`config.mk`:
```
export PLATFORM = sky130hd
export DESIGN_NAME = bra_ctrl
export DESIGN_NICKNAME = d
export VERILOG_FILES = /design/src/rtl/core/bra_pkg.sv /design/src/rtl/core/bra_ctrl.sv
export SDC_FILE = /design/constraint.sdc
export NUM_CORES = 1
export LEC_CHECK = 0
export BUFFER_PORTS_ARGS = -buffer_cell sky130_fd_sc_hd__buf_2
export CAP_MARGIN = 25
export CELL_PAD_IN_SITES_DETAIL_PLACEMENT = 0
export CELL_PAD_IN_SITES_GLOBAL_PLACEMENT = 1
export CORE_AREA = 4 4 41 43
export CTS_CLUSTER_DIAMETER = 200
export DETAILED_ROUTE_END_ITERATION = 8
export DIE_AREA = 0 0 45 47
export MAX_ROUTING_LAYER = met4
export PLACE_DENSITY = 0.72
export SYNTH_ARGS = -nofsm -noshare
export SYNTH_HDL_FRONTEND = slang
export SYNTH_SLANG_ARGS = --single-unit
```
`constraint.sdc`:
```
create_clock -name i_clk -period 1.43 [get_ports i_clk]
set_input_delay 0.0715 -clock i_clk [delete_from_list [all_inputs] [get_ports i_clk]]
set_output_delay 0.0715 -clock i_clk [all_outputs]
set_load 0.03 [all_outputs]
```
`src/rtl/core/bra_pkg.sv`:
```
`default_nettype none

package bra_pkg;

    // Physical size of the allocation map in bytes.
    localparam int MAP_BYTES = 512;
    localparam int ADDR_W    = $clog2(MAP_BYTES);

    localparam int OP_W       = 3;
    localparam int BIT_IDX_W  = 12;
    localparam int RUN_LEN_W  = 13;
    localparam int CFG_W      = 10;
    localparam int NBYTES_W   = CFG_W;
    localparam int APB_AW     = 3;
    localparam int APB_DW     = 32;

    localparam logic [CFG_W-1:0] CFG_MAP_BYTES_RESET = 10'd512;
    localparam logic             CFG_IDX_MAP_BYTES   = 1'b0;

    localparam logic [OP_W-1:0] OP_CLEAR_ALL = 3'd0;
    localparam logic [OP_W-1:0] OP_TEST      = 3'd1;
    localparam logic [OP_W-1:0] OP_SET       = 3'd2;
    localparam logic [OP_W-1:0] OP_CLEAR     = 3'd3;
    localparam logic [OP_W-1:0] OP_SCAN      = 3'd4;

    typedef enum logic [2:0] {
        S_CLR,
        S_IDLE,
        S_DISPATCH,
        S_MODIFY,
        S_SCAN,
        S_DONE
    } t_state;

    typedef struct packed {
        logic load;
        logic clr_run;
        logic rd_byte;
        logic modify;
        logic scan_start;
        logic scan_run;
        logic out_load;
    } t_dp_cmd;

    typedef struct packed {
        logic [OP_W-1:0] op;
        logic            clr_last;
        logic            scan_done;
        logic            out_free;
    } t_dp_stat;

endpackage

`default_nettype wire

```
`src/rtl/core/bra_ctrl.sv`:
```
`default_nettype none

module bra_ctrl import bra_pkg::*; (
    input  wire logic     i_clk,
    input  wire logic     i_rst_n,
    input  wire logic     i_in_valid,
    output logic          o_in_ready,
    input  wire t_dp_stat i_stat,
    output t_dp_cmd       o_cmd
);

    t_state r_state, n_state;
    logic   r_reply, n_reply;

    always_ff @(posedge i_clk) begin
        if (!i_rst_n) begin
            r_state <= S_CLR;
            r_reply <= 1'b0;
        end else begin
            r_state <= n_state;
            r_reply <= n_reply;
        end
    end

    always_comb begin
        n_state    = r_state;
        n_reply    = r_reply;
        o_cmd      = '0;
        o_in_ready = 1'b0;
        case (r_state)
            S_CLR: begin
                o_cmd.clr_run = 1'b1;
                if (i_stat.clr_last) begin
                    // The sweep after reset has no beat to answer.
                    n_state = r_reply ? S_DONE : S_IDLE;
                    n_reply = 1'b0;
                end
            end
            S_IDLE: begin
                o_in_ready = 1'b1;
                if (i_in_valid) begin
                    o_cmd.load = 1'b1;
                    n_state    = S_DISPATCH;
                end
            end
            S_DISPATCH: begin
                case (i_stat.op)
                    OP_CLEAR_ALL: begin
                        n_state = S_CLR;
                        n_reply = 1'b1;
                    end
                    OP_TEST, OP_SET, OP_CLEAR: begin
                        o_cmd.rd_byte = 1'b1;
                        n_state       = S_MODIFY;
                    end
                    OP_SCAN: begin
                        o_cmd.scan_start = 1'b1;
                        n_state          = S_SCAN;
                    end
                    default: n_state = S_DONE;
                endcase
            end
            S_MODIFY: begin
                o_cmd.modify = 1'b1;
                n_state      = S_DONE;
            end
            S_SCAN: begin
                o_cmd.scan_run = 1'b1;
                if (i_stat.scan_done) begin
                    n_state = S_DONE;
                end
            end
            S_DONE: begin
                if (i_stat.out_free) begin
                    o_cmd.out_load = 1'b1;
                    n_state        = S_IDLE;
                end
            end
            default: n_state = S_IDLE;
        endcase
    end

endmodule

`default_nettype wire

```
==> impl_results.md, run 1 <==
* Status: complete, no violations
* CP top delay family: simple AND/OR/NAND/NOR gates
* Initial antenna violation count at 0
* Post-CTS Hold Fix Bufs at 0
* Post-Syn Nets at 53
* Die Ht at 47 um
* Bufs and invs on worst path at 1
* DR pass1 iterations at 4
* Critical R2R Launch: r_state[2]
* Kind of critical path: flop to output port
* Sequential area share after synthesis at 0.2415
* N_diodes at 0
* Port bufs at 16
* WP depth at 4
* Synth-to-Final Area Change at 34.34%
* Crit-path cells: nand2b_4 -> nor2_1 -> and3_1 -> buf_2
* Setup TNS Final at 0 ps
* GP Congestion at 0.7650
* # setup viols final at 0
* #FFs+latches synth at 4
* Clock buffer depth at 2
* Critical path launch point type: flop
* Tmin final at 1325 ps
* Layout Utilization at 0.3423
* Vias per cell at 4.632
* Most frequent cells in the layout: buf_2 (16), nor2_1 (8), nand2_1 (4)
* Clock Skew at 0.3367 ps
* Slew @ Worst Pin at 331.4 ps
* Core area at 0.001301 mm2
* Slowest cell delay on critical path at 350 ps
* Hold Path Class: input port to flop
* Clk root buf: clkbuf_4
* Cell Rows at 13
* Initial detailed-routing violation count at 10
* Routed Antenna Nets at 0
* Initial Utilization at 0.2548
* GRT Util Overall at 0.09617
* Worst-Skew Late Latency at 230 ps
* Post-DP Area at 419.2 um2
* Worst hold path endpoint: r_state[0]
* Vias at 352
* Reg2reg setup slack at 310 ps
* Setup repair after global routing missed its margin: no
* Syn avg cell area at 7.536 um2
* Path depth of the worst reg2reg path at 4
* Crit end category: output port
* DIE AREA at 0.002115 mm2
* Crit Path Max Fanout at 9
* Total power divided by cell area at 831.7 mW/mm2
* Num ports at 17
* Worst R2R End: r_state[2]
* Hold slack at 123.4 ps
* Final non-filler cell area at 445.4 um2
* Commonest non-fill, non-tap cell in the layout: buf_2
* GR Overflow Total at 0
* Hold depth at 2
* Num CTS Buffers at 3
* Drt total wl at 781 um
* Final HPWL DP at 628.2 um
* Asr flop ratio synth at 0
* Fmax at 0.7547 GHz
* Nets@finish at 72
* Max VDD drop at 0.4555 mV
* WP data required at 1360 ps
* HP Start: i_rst_n
* Synth unique cells at 21
* Post-synth EDFFs at 0
* Number of max-cap violations at 0
* Number of global-route vias before repair at 337
* Global-route wire length before repair at 1373 um
* Warning count from the yosys run at 0
* Layout cells sized above 1 at 0.4426
* CP arrival at 1250 ps
* Cell count after synthesis at 44
* Max-slew violation count at 0
* Cell Area, Synth at 331.6 um2
* Tcrit/Tclk final at 0.9266
* Max_slew headroom at 0.7782
* CTS tree: done
* Synth Flop Type: dfxtp_1
* Die Span X at 45 um
* Hold Fails Final Rpt at 0
* Slowest CP cell: dfxtp_2
* Largest net degree at the start of global routing at 14
* Leak Pwr at 0.2082 nW
* DR WL/cell at 10.28 um
* Number of remaining DRC errors at 0
* CTS clk-pin slew, worst paths at 40 ps
* H-tree lvl count at 1
* Clk sinks at 4
## cell type report
cell class                      count  area, um2
Inverter                            2      7.507
Multi-Input combinational cell     36      232.7
Sequential cell                     4      83.83
Fill cell                         157      855.8
Timing Repair Buffer               16      80.08
Tap cell                           15      18.77
Clock buffer                        3      22.52
## metrics by stage
| step | instances | power (mW) | worst slack, ps |
|---|---|---|---|
| floorplan | 44 | 0.2073 | -2.000 |
| global placement | 73 | 0.2366 | 229.1 |
| detailed placement | 73 | 0.2336 | 188.9 |
| CTS | 76 | 0.3816 | 2.222 |
| global route | 76 | 0.4029 | 49.93 |
| finish | 76 | 0.3705 | 105.0 |
## metal layers
layer  GRT usage  up-vias  share of wire
met3     0.03831        0          0.083
met5           -        -              0
met1      0.1156      150           0.47
met2      0.1271       12           0.44
li1            -      190              -
met4     0.07018        0              0
## cells by family after synthesis
logic type,synth area share
flops,0.2415
mux,0.03019
compound gates,0.1547
buf+inv,0.09057
simple gates,0.4830
## cell usage after synthesis (all sizes together), types with 2 or more instances
library cell	instances	area (um2)
nor2	8	30.03
dfxtp	4	80.08
nand2	4	15.01
nand2b	4	32.53
nor3	4	25.02
a21oi	2	10.01
a32oi	2	17.52
and2	2	12.51
buf	2	22.52
inv	2	7.510
nor2b	2	12.51
## where the power goes
group,leakage [nW],switching [mW],internal [mW]
Sequential,0.0338,0.0127,0.119
Clock,0.0138,0.0437,0.0937
Combinational,0.161,0.0604,0.0414
## worst max-delay path by stage
stage          startpoint         end  slack (ps)
2_1_floorplan  r_state[1]    o_cmd[6]          -2
5_1_grt        r_state[0]    o_cmd[2]          50
6_report       r_state[0]    o_cmd[2]         100
3_5_place_dp   r_state[2]  r_state[2]         190
3_3_place_gp   r_state[0]    o_cmd[2]         230
4_1_cts        r_state[0]    o_cmd[2]           2
## flip-flops by register name, summed over array words and instances (netlist names)
signal   cells
r_reply      1
r_state      3
## timing repair
action                                 4_1_cts  5_1_grt
setup endpoints to repair                    0        3
resized for setup                            0        3
endpoints found under the hold margin        0        0
setup buffers                                0        0
Note: power is estimated with default switching activity, not from simulation.
==> inputs of run 2 (changes only) <==
--- a/config.mk
+++ b/config.mk
@@ -5,16 +5,17 @@
 export SDC_FILE = /design/constraint.sdc
 export NUM_CORES = 1
 export LEC_CHECK = 0
+export ABC_AREA = 1
 export BUFFER_PORTS_ARGS = -buffer_cell sky130_fd_sc_hd__buf_2
 export CAP_MARGIN = 25
 export CELL_PAD_IN_SITES_DETAIL_PLACEMENT = 0
 export CELL_PAD_IN_SITES_GLOBAL_PLACEMENT = 1
-export CORE_AREA = 4 4 41 43
+export CORE_MARGIN = 4
+export CORE_UTILIZATION = 23
 export CTS_CLUSTER_DIAMETER = 200
 export DETAILED_ROUTE_END_ITERATION = 8
-export DIE_AREA = 0 0 45 47
 export MAX_ROUTING_LAYER = met4
-export PLACE_DENSITY = 0.72
+export PLACE_DENSITY = 0.74
 export SYNTH_ARGS = -nofsm -noshare
 export SYNTH_HDL_FRONTEND = slang
 export SYNTH_SLANG_ARGS = --single-unit
==> constraint.sdc (replaced) <==
create_clock -name i_clk -period 1.1 [get_ports i_clk]
set_input_delay 0.055 -clock i_clk [delete_from_list [all_inputs] [get_ports i_clk]]
set_output_delay 0.055 -clock i_clk [all_outputs]
set_load 0.03 [all_outputs]
==> impl_results.md, run 2 <==
* Max_slew headroom at 0.8504 (+0.07217)
* Cell Area, Synth at 334.1 um2 (+0.75%)
* Layout Utilization at 0.4606 (+0.1183)
* DIE AREA at 0.002126 mm2 (+0.53%)
* Number of remaining DRC errors at 0 (unchanged)
* GR Overflow Total at 0 (unchanged)
* Num CTS Buffers at 3 (unchanged)
* Clk root buf: clkbuf_4
* Synth top area cells: dfxtp_1 (24%), nor2_1 (12%), inv_1 (11%), nand2_1 (11%), nand3_1 (9.0%)
* Synth Flop Type: dfxtp_1
* Max FFs per register at 3 (unchanged)
* CTS tree: done
* Hold Fails Final Rpt at 0 (unchanged)
* GRT busiest layer: met2
* Kind of critical path: flop to output port
* # setup viols final at 7 (+7)
* Share of the synthesized area in the top cell type at 0.2397 (-0.001809)
* Asr flop ratio synth at 0 (unchanged)
* Nets@finish at 98 (+36%)
* Setup TNS Final at -418.9 ps (-418.9 ps)
* Largest net degree at the start of global routing at 7 (-7)
* Worst Slack Setup Final at -100.9 ps (-205.9 ps)
* Met3 Usage GRT at 0.02734 (-0.01097)
* #FFs+latches synth at 4 (unchanged)
* Layout cells sized above 1 at 0.5632 (+0.1206)
* Initial detailed-routing violation count at 2 (-8)
* WP depth at 4 (unchanged)
* Initial Utilization at 0.2505 (-0.004339)
* Warning count from the yosys run at 0 (unchanged)
* Global-route wire length before repair at 1566 um (+14%)
* Crit Path Max Fanout at 5 (-4)
* N_diodes at 0 (unchanged)
* Fillers at 158 (+0.64%)
* Max VDD drop at 0.9355 mV (+110%)
* Vias at 449 (+28%)
* Post-Syn Nets at 68 (+28%)
* Synth-to-Final Area Change at 83.90%
* Met1 Use GR at 0.1194 (+0.003792)
* Number of max-cap violations at 0 (unchanged)
* Status: finished with violations
* Met2 GRT Util at 0.1703 (+0.04321)
* Synth unique cells at 15 (-29%)
* Tcrit/Tclk final at 1.092
* Worst-Skew Late Latency at 230 ps (about the same)
* Total power divided by cell area at 2538 mW/mm2 (+210%)
* Max-slew violation count at 0 (unchanged)
* Cell Rows at 13 (unchanged)
* Failing checks: negative setup slack
* Crit-path cells: nor3_4 -> nand2_2 -> nor2_4 -> buf_6
* DR WL/cell at 10.08 um (-1.9%)
* H-tree lvl count at 1 (unchanged)
* DR pass1 iterations at 2 (-2)
* Core area at 0.001334 mm2 (+2.5%)
* Tmin final at 1201 ps
* GP Congestion at 0.8250 (+7.8%)
* WP data required at 1040 ps (-320 ps)
* Synth cell count leaders: nor2_1 (11), inv_1 (10), nand2_1 (10), nand3_1 (6), inv_2 (5)
* Hold depth at 3 (+1)
* CTS clk-pin slew, worst paths at 40 ps (about the same)
* Initial antenna violation count at 0 (unchanged)
* Syn avg cell area at 5.662 um2 (-25%)
* Slowest cell delay on critical path at 360 ps (about the same)
* Fmax at 0.8327 GHz
* Drt total wl at 1028 um (+32%)
* Cell count after synthesis at 59 (+34%)
* Slowest CP cell: dfxtp_4
* Post-synth EDFFs at 0 (unchanged)
* GRT Util Overall at 0.1079 (+0.01176)
* Clock buffer depth at 2 (unchanged)
* Largest regs: r_state x3, r_reply x1
* Critical path launch point type: flop
* Vias per cell at 4.402 (-5.0%)
* Port bufs at 16 (unchanged)
* CP top delay family: simple AND/OR/NAND/NOR gates
* Clk sinks at 4 (unchanged)
* Final HPWL DP at 744 um (+18%)
* Routed Antenna Nets at 0 (unchanged)
* Leak Pwr at 0.3350 nW (+61%)
* Crit end category: output port
* Hold Path Class: input port to flop
* Number of global-route vias before repair at 414 (+23%)
* Slew @ Worst Pin at 222.0 ps (-109.4 ps)
* Top-count cell post-synth: nor2_1
* Reg with most FFs: r_state
* Reg2reg setup slack at -30 ps (-340 ps)
* Bufs and invs on worst path at 1 (unchanged)
* Setup repair after global routing missed its margin: yes
* Path depth of the worst reg2reg path at 8 (+4)
* Die Span X at 46.11 um (+2.5%)
* Num ports at 17 (unchanged)
* Cell accounting for the most synthesized area: dfxtp_1
* Most frequent cells in the layout: nor2_1 (10), buf_2 (10), buf_4 (10)
* Clock Skew at 2.188 ps (+1.852 ps)
* Hold slack at 60.21 ps (-63.20 ps)
* Sequential area share after synthesis at 0.2397 (-0.001809)
* CP arrival at 1150 ps (-100 ps)
* Die Ht at 46.11 um (-1.9%)
run 2: area by class of cell:
| cell class | count | area [um2] | area share |
|---|---|---|---|
| Timing Repair Buffer | 25 | 181.4 | 0.2953 |
| Multi-Input combinational cell | 40 | 239.0 | 0.3890 |
| Clock buffer | 3 | 22.52 | 0.03666 |
| Inverter | 15 | 63.81 | 0.1039 |
| Tap cell | 15 | 18.77 | 0.03055 |
| Sequential cell | 4 | 88.84 | 0.1446 |
run 2: path summary, 6_finish.rpt:
path | startpoint | end
worst max-delay path | r_state[0] | o_cmd[4]
worst min-delay path | i_rst_n | r_state[2]
worst max register to register | r_state[1] | r_state[2]
worst min register to register | r_reply | r_reply
run 2: cell families after synthesis:
group,share of synthesized area
AO/OA/AOI/OAI,0.08238
flip-flops,0.2397
buffers and inverters,0.1686
AND/OR/NAND/NOR,0.5094
run 2: where the power goes:
group / internal [mW] / total (mW) / switching, mW
clock: 0.122 / 0.181 / 0.0592
sequential: 0.222 / 0.315 / 0.0936
combinational: 0.442 / 1.06 / 0.621
total: 0.785 / 1.56 / 0.774
run 2: through the flow:
step           area [um2]  power [mW]  std cells  setup slack (ps)
2_1_floorplan       341.6      0.8762         59            -67.01
3_3_place_gp        462.9       1.127         93            -28.43
3_5_place_dp        462.9       1.125         93            -15.92
4_1_cts             585.6       1.489        101            -146.1
5_1_grt             614.3       1.691        102            -155.3
6_report            614.3       1.559        102            -100.9
run 2: worst reg2reg max path: stages, from the launching register on:
cell and delay (ps):
dfxtp_4 350, buf_4 140, nor2_1 110, nand3_1 90, nand2_1 120, inv_1 60, nand2_2 70, nor2_1 40
nor2_1 80
run 2: timing repair:
action	CTS	global route
hold buffers	0	0
setup endpoints to repair	10	12
resized for setup	20	7
pin swaps	3	3
hold endpoints to repair	0	0
buffers inserted	5	1
run 2: metal layers:
metal,vias to the layer above,wire (um)
met2,11,505
met3,2,81
met1,196,429
li1,240,-
met4,0,12
met5,-,0
==> inputs of run 3 (changes only) <==
--- a/config.mk
+++ b/config.mk
@@ -16,6 +16,7 @@
 export DETAILED_ROUTE_END_ITERATION = 8
 export MAX_ROUTING_LAYER = met4
 export PLACE_DENSITY = 0.74
+export SETUP_SLACK_MARGIN = 0.3
 export SYNTH_ARGS = -nofsm -noshare
 export SYNTH_HDL_FRONTEND = slang
 export SYNTH_SLANG_ARGS = --single-unit
==> impl_results.md, run 3 (same netlist as run 2, synthesis figures left out) <==
* Clock Skew at 9.415 ps (+7.227 ps)
* Number of global-route vias before repair at 477 (+15%)
* GRT Util Overall at 0.1347 (+0.02676)
* Hold Fails Final Rpt at 0 (unchanged)
* Critical path launch point type: flop
* # setup viols final at 12 (+5)
* Setup repair after global routing missed its margin: yes
* Leak Pwr at 0.3529 nW (+5.4%)
* Die Ht at 46.11 um (unchanged)
* GP Congestion at 0.6718 (-19%)
* H-tree lvl count at 1 (unchanged)
* Initial detailed-routing violation count at 8 (+6)
* Most frequent cell on the critical path: buf_6
* Crit end category: output port
* Layout Utilization at 0.5422 (+0.08161)
* Worst-Skew Late Latency at 240 ps (about the same)
* Hold slack at 71.23 ps (+11.01 ps)
* Core area at 0.001334 mm2 (unchanged)
* Post-CTS Hold Fix Bufs at 0 (unchanged)
* CTS tree: done
* Status: finished with violations
* CTS clk-pin slew, worst paths at 40 ps (about the same)
* N_diodes at 0 (unchanged)
* Slew @ Worst Pin at 205.1 ps (-16.95 ps)
* DR pass1 iterations at 4 (+2)
* Slowest cell delay on critical path at 360 ps (about the same)
* Vias at 469 (+4.5%)
* Fillers at 126 (-20%)
* Global-route wire length before repair at 1932 um (+23%)
* Max FFs per register at 3 (unchanged)
* Layout cells sized above 1 at 0.6591 (+0.09587)
* Failing checks: negative setup slack
* Initial antenna violation count at 0 (unchanged)
* Max-slew violation count at 0 (unchanged)
* Largest net degree at the start of global routing at 9 (+2)
* Max_slew headroom at 0.8628 (+0.01242)
* DIE AREA at 0.002126 mm2 (unchanged)
* Largest regs: r_state x3, r_reply x1
* Vias per cell at 4.553 (+3.4%)
* Final HPWL DP at 762.1 um (+2.4%)
* CP arrival at 1190 ps (+40 ps)
* Routed Antenna Nets at 0 (unchanged)
* Cell Rows at 13 (unchanged)
* Post-Place Setup Slack at -13.39 ps (+2.526 ps)
* Die Span X at 46.11 um (unchanged)
* Slowest CP cell: dfxtp_4
* Setup TNS Final at -924.3 ps (-505.4 ps)
* Number of remaining DRC errors at 0 (unchanged)
* Fmax at 0.8025 GHz (-3.6%)
* Commonest non-fill, non-tap cell in the layout: buf_6
* Drt total wl at 1169 um (+14%)
* DR WL/cell at 11.35 um (+13%)
* Number of max-cap violations at 0 (unchanged)
* Synth-to-Final Area Change at 116.5%
* Tmin final at 1246 ps (+45.27 ps)
* Kind of critical path: flop to output port
* Max VDD drop at 1.383 mV (+48%)
* Num CTS Buffers at 3 (unchanged)
* Hold Path Class: input port to flop
* Total power divided by cell area at 2753 mW/mm2 (+8.5%)
* Clock buffer depth at 2 (unchanged)
* WP data required at 1040 ps (about the same)
* Worst Slack Setup Final at -146.2 ps (-45.27 ps)
* Tot Pwr at 1.991 mW (+28%)
* Tcrit/Tclk final at 1.133 (+0.04115)
* Crit-path cells: buf_12 -> nor2_4 -> buf_6 -> nand2_4 -> inv_2 -> buf_6
* Initial Utilization at 0.2505 (unchanged)
* Clk root buf: clkbuf_4
* Num ports at 17 (unchanged)
* Reg with most FFs: r_state
* Clk sinks at 4 (unchanged)
* GR Overflow Total at 0 (unchanged)
* Port bufs at 16 (unchanged)
* Nets@finish at 98 (unchanged)
* Crit Path Max Fanout at 4 (-1)
* Most frequent cells in the layout: buf_6 (10), inv_1 (8), buf_2 (8)
-- run 3: changes by cell type in the layout (fill, tap and decap cells not counted), moves of 2 or more --
cell / change
buf_12: +2
buf_2: -2
buf_4: -5
buf_6: +5
nand2_1: -4
nand2_2: +3
nor2_1: -3
nor2_4: +4
-- run 3: layout make-up --
class / instances / area, um2 / share of cell area
Multi-Input combinational cell: 40 / 292.8 / 0.4048
Timing Repair Buffer: 25 / 230.2 / 0.3183
Sequential cell: 4 / 91.34 / 0.1263
Inverter: 15 / 63.81 / 0.08824
Clock buffer: 4 / 26.28 / 0.03633
Tap cell: 15 / 18.77 / 0.02595
-- run 3: path summary, 6_finish.rpt --
kind | from | end | slack, ps | cells after the start
worst max register to register | r_state[0] | r_state[2] | -80 | 9
worst min-delay path | i_rst_n | r_state[2] | 70 | 3
worst max-delay path | r_state[0] | o_cmd[5] | -150 | 6
worst min register to register | r_reply | r_reply | 480 | 2
-- run 3: worst max-delay path: cells and delay by family (launching register included) --
kind	cells	cell delay, ps
buffers and inverters	4	420
flip-flops	1	360
AND/OR/NAND/NOR	2	170
-- run 3: power by group --
group / total, mW / switching, mW / internal (mW)
clock: 0.204 / 0.0678 / 0.137
combinational: 1.43 / 0.757 / 0.674
sequential: 0.355 / 0.125 / 0.230
total: 1.99 / 0.950 / 1.04
-- run 3: timing repair --
item                       4_1_cts  5_1_grt
setup endpoints to repair       12       12
resized for setup               27        3
setup buffers                    6        0
hold endpoints to repair         0        0
pin swaps                        5        4
-- run 3: metal layers --
metal  up-vias  wire [um]  track usage
met3         4         48      0.01172
met2        10        598       0.2280
met4         0         29       0.1023
met5         -          0            -
met1       214        492       0.1422
li1        241          -            -
-- run 3: per-stage QoR --
stage               instance area, um2  std cells
floorplan                        401.6         59
global placement                 535.5         93
detailed placement               535.5         93
CTS                              708.2        103
global route                     723.2        103
finish                           723.2        103
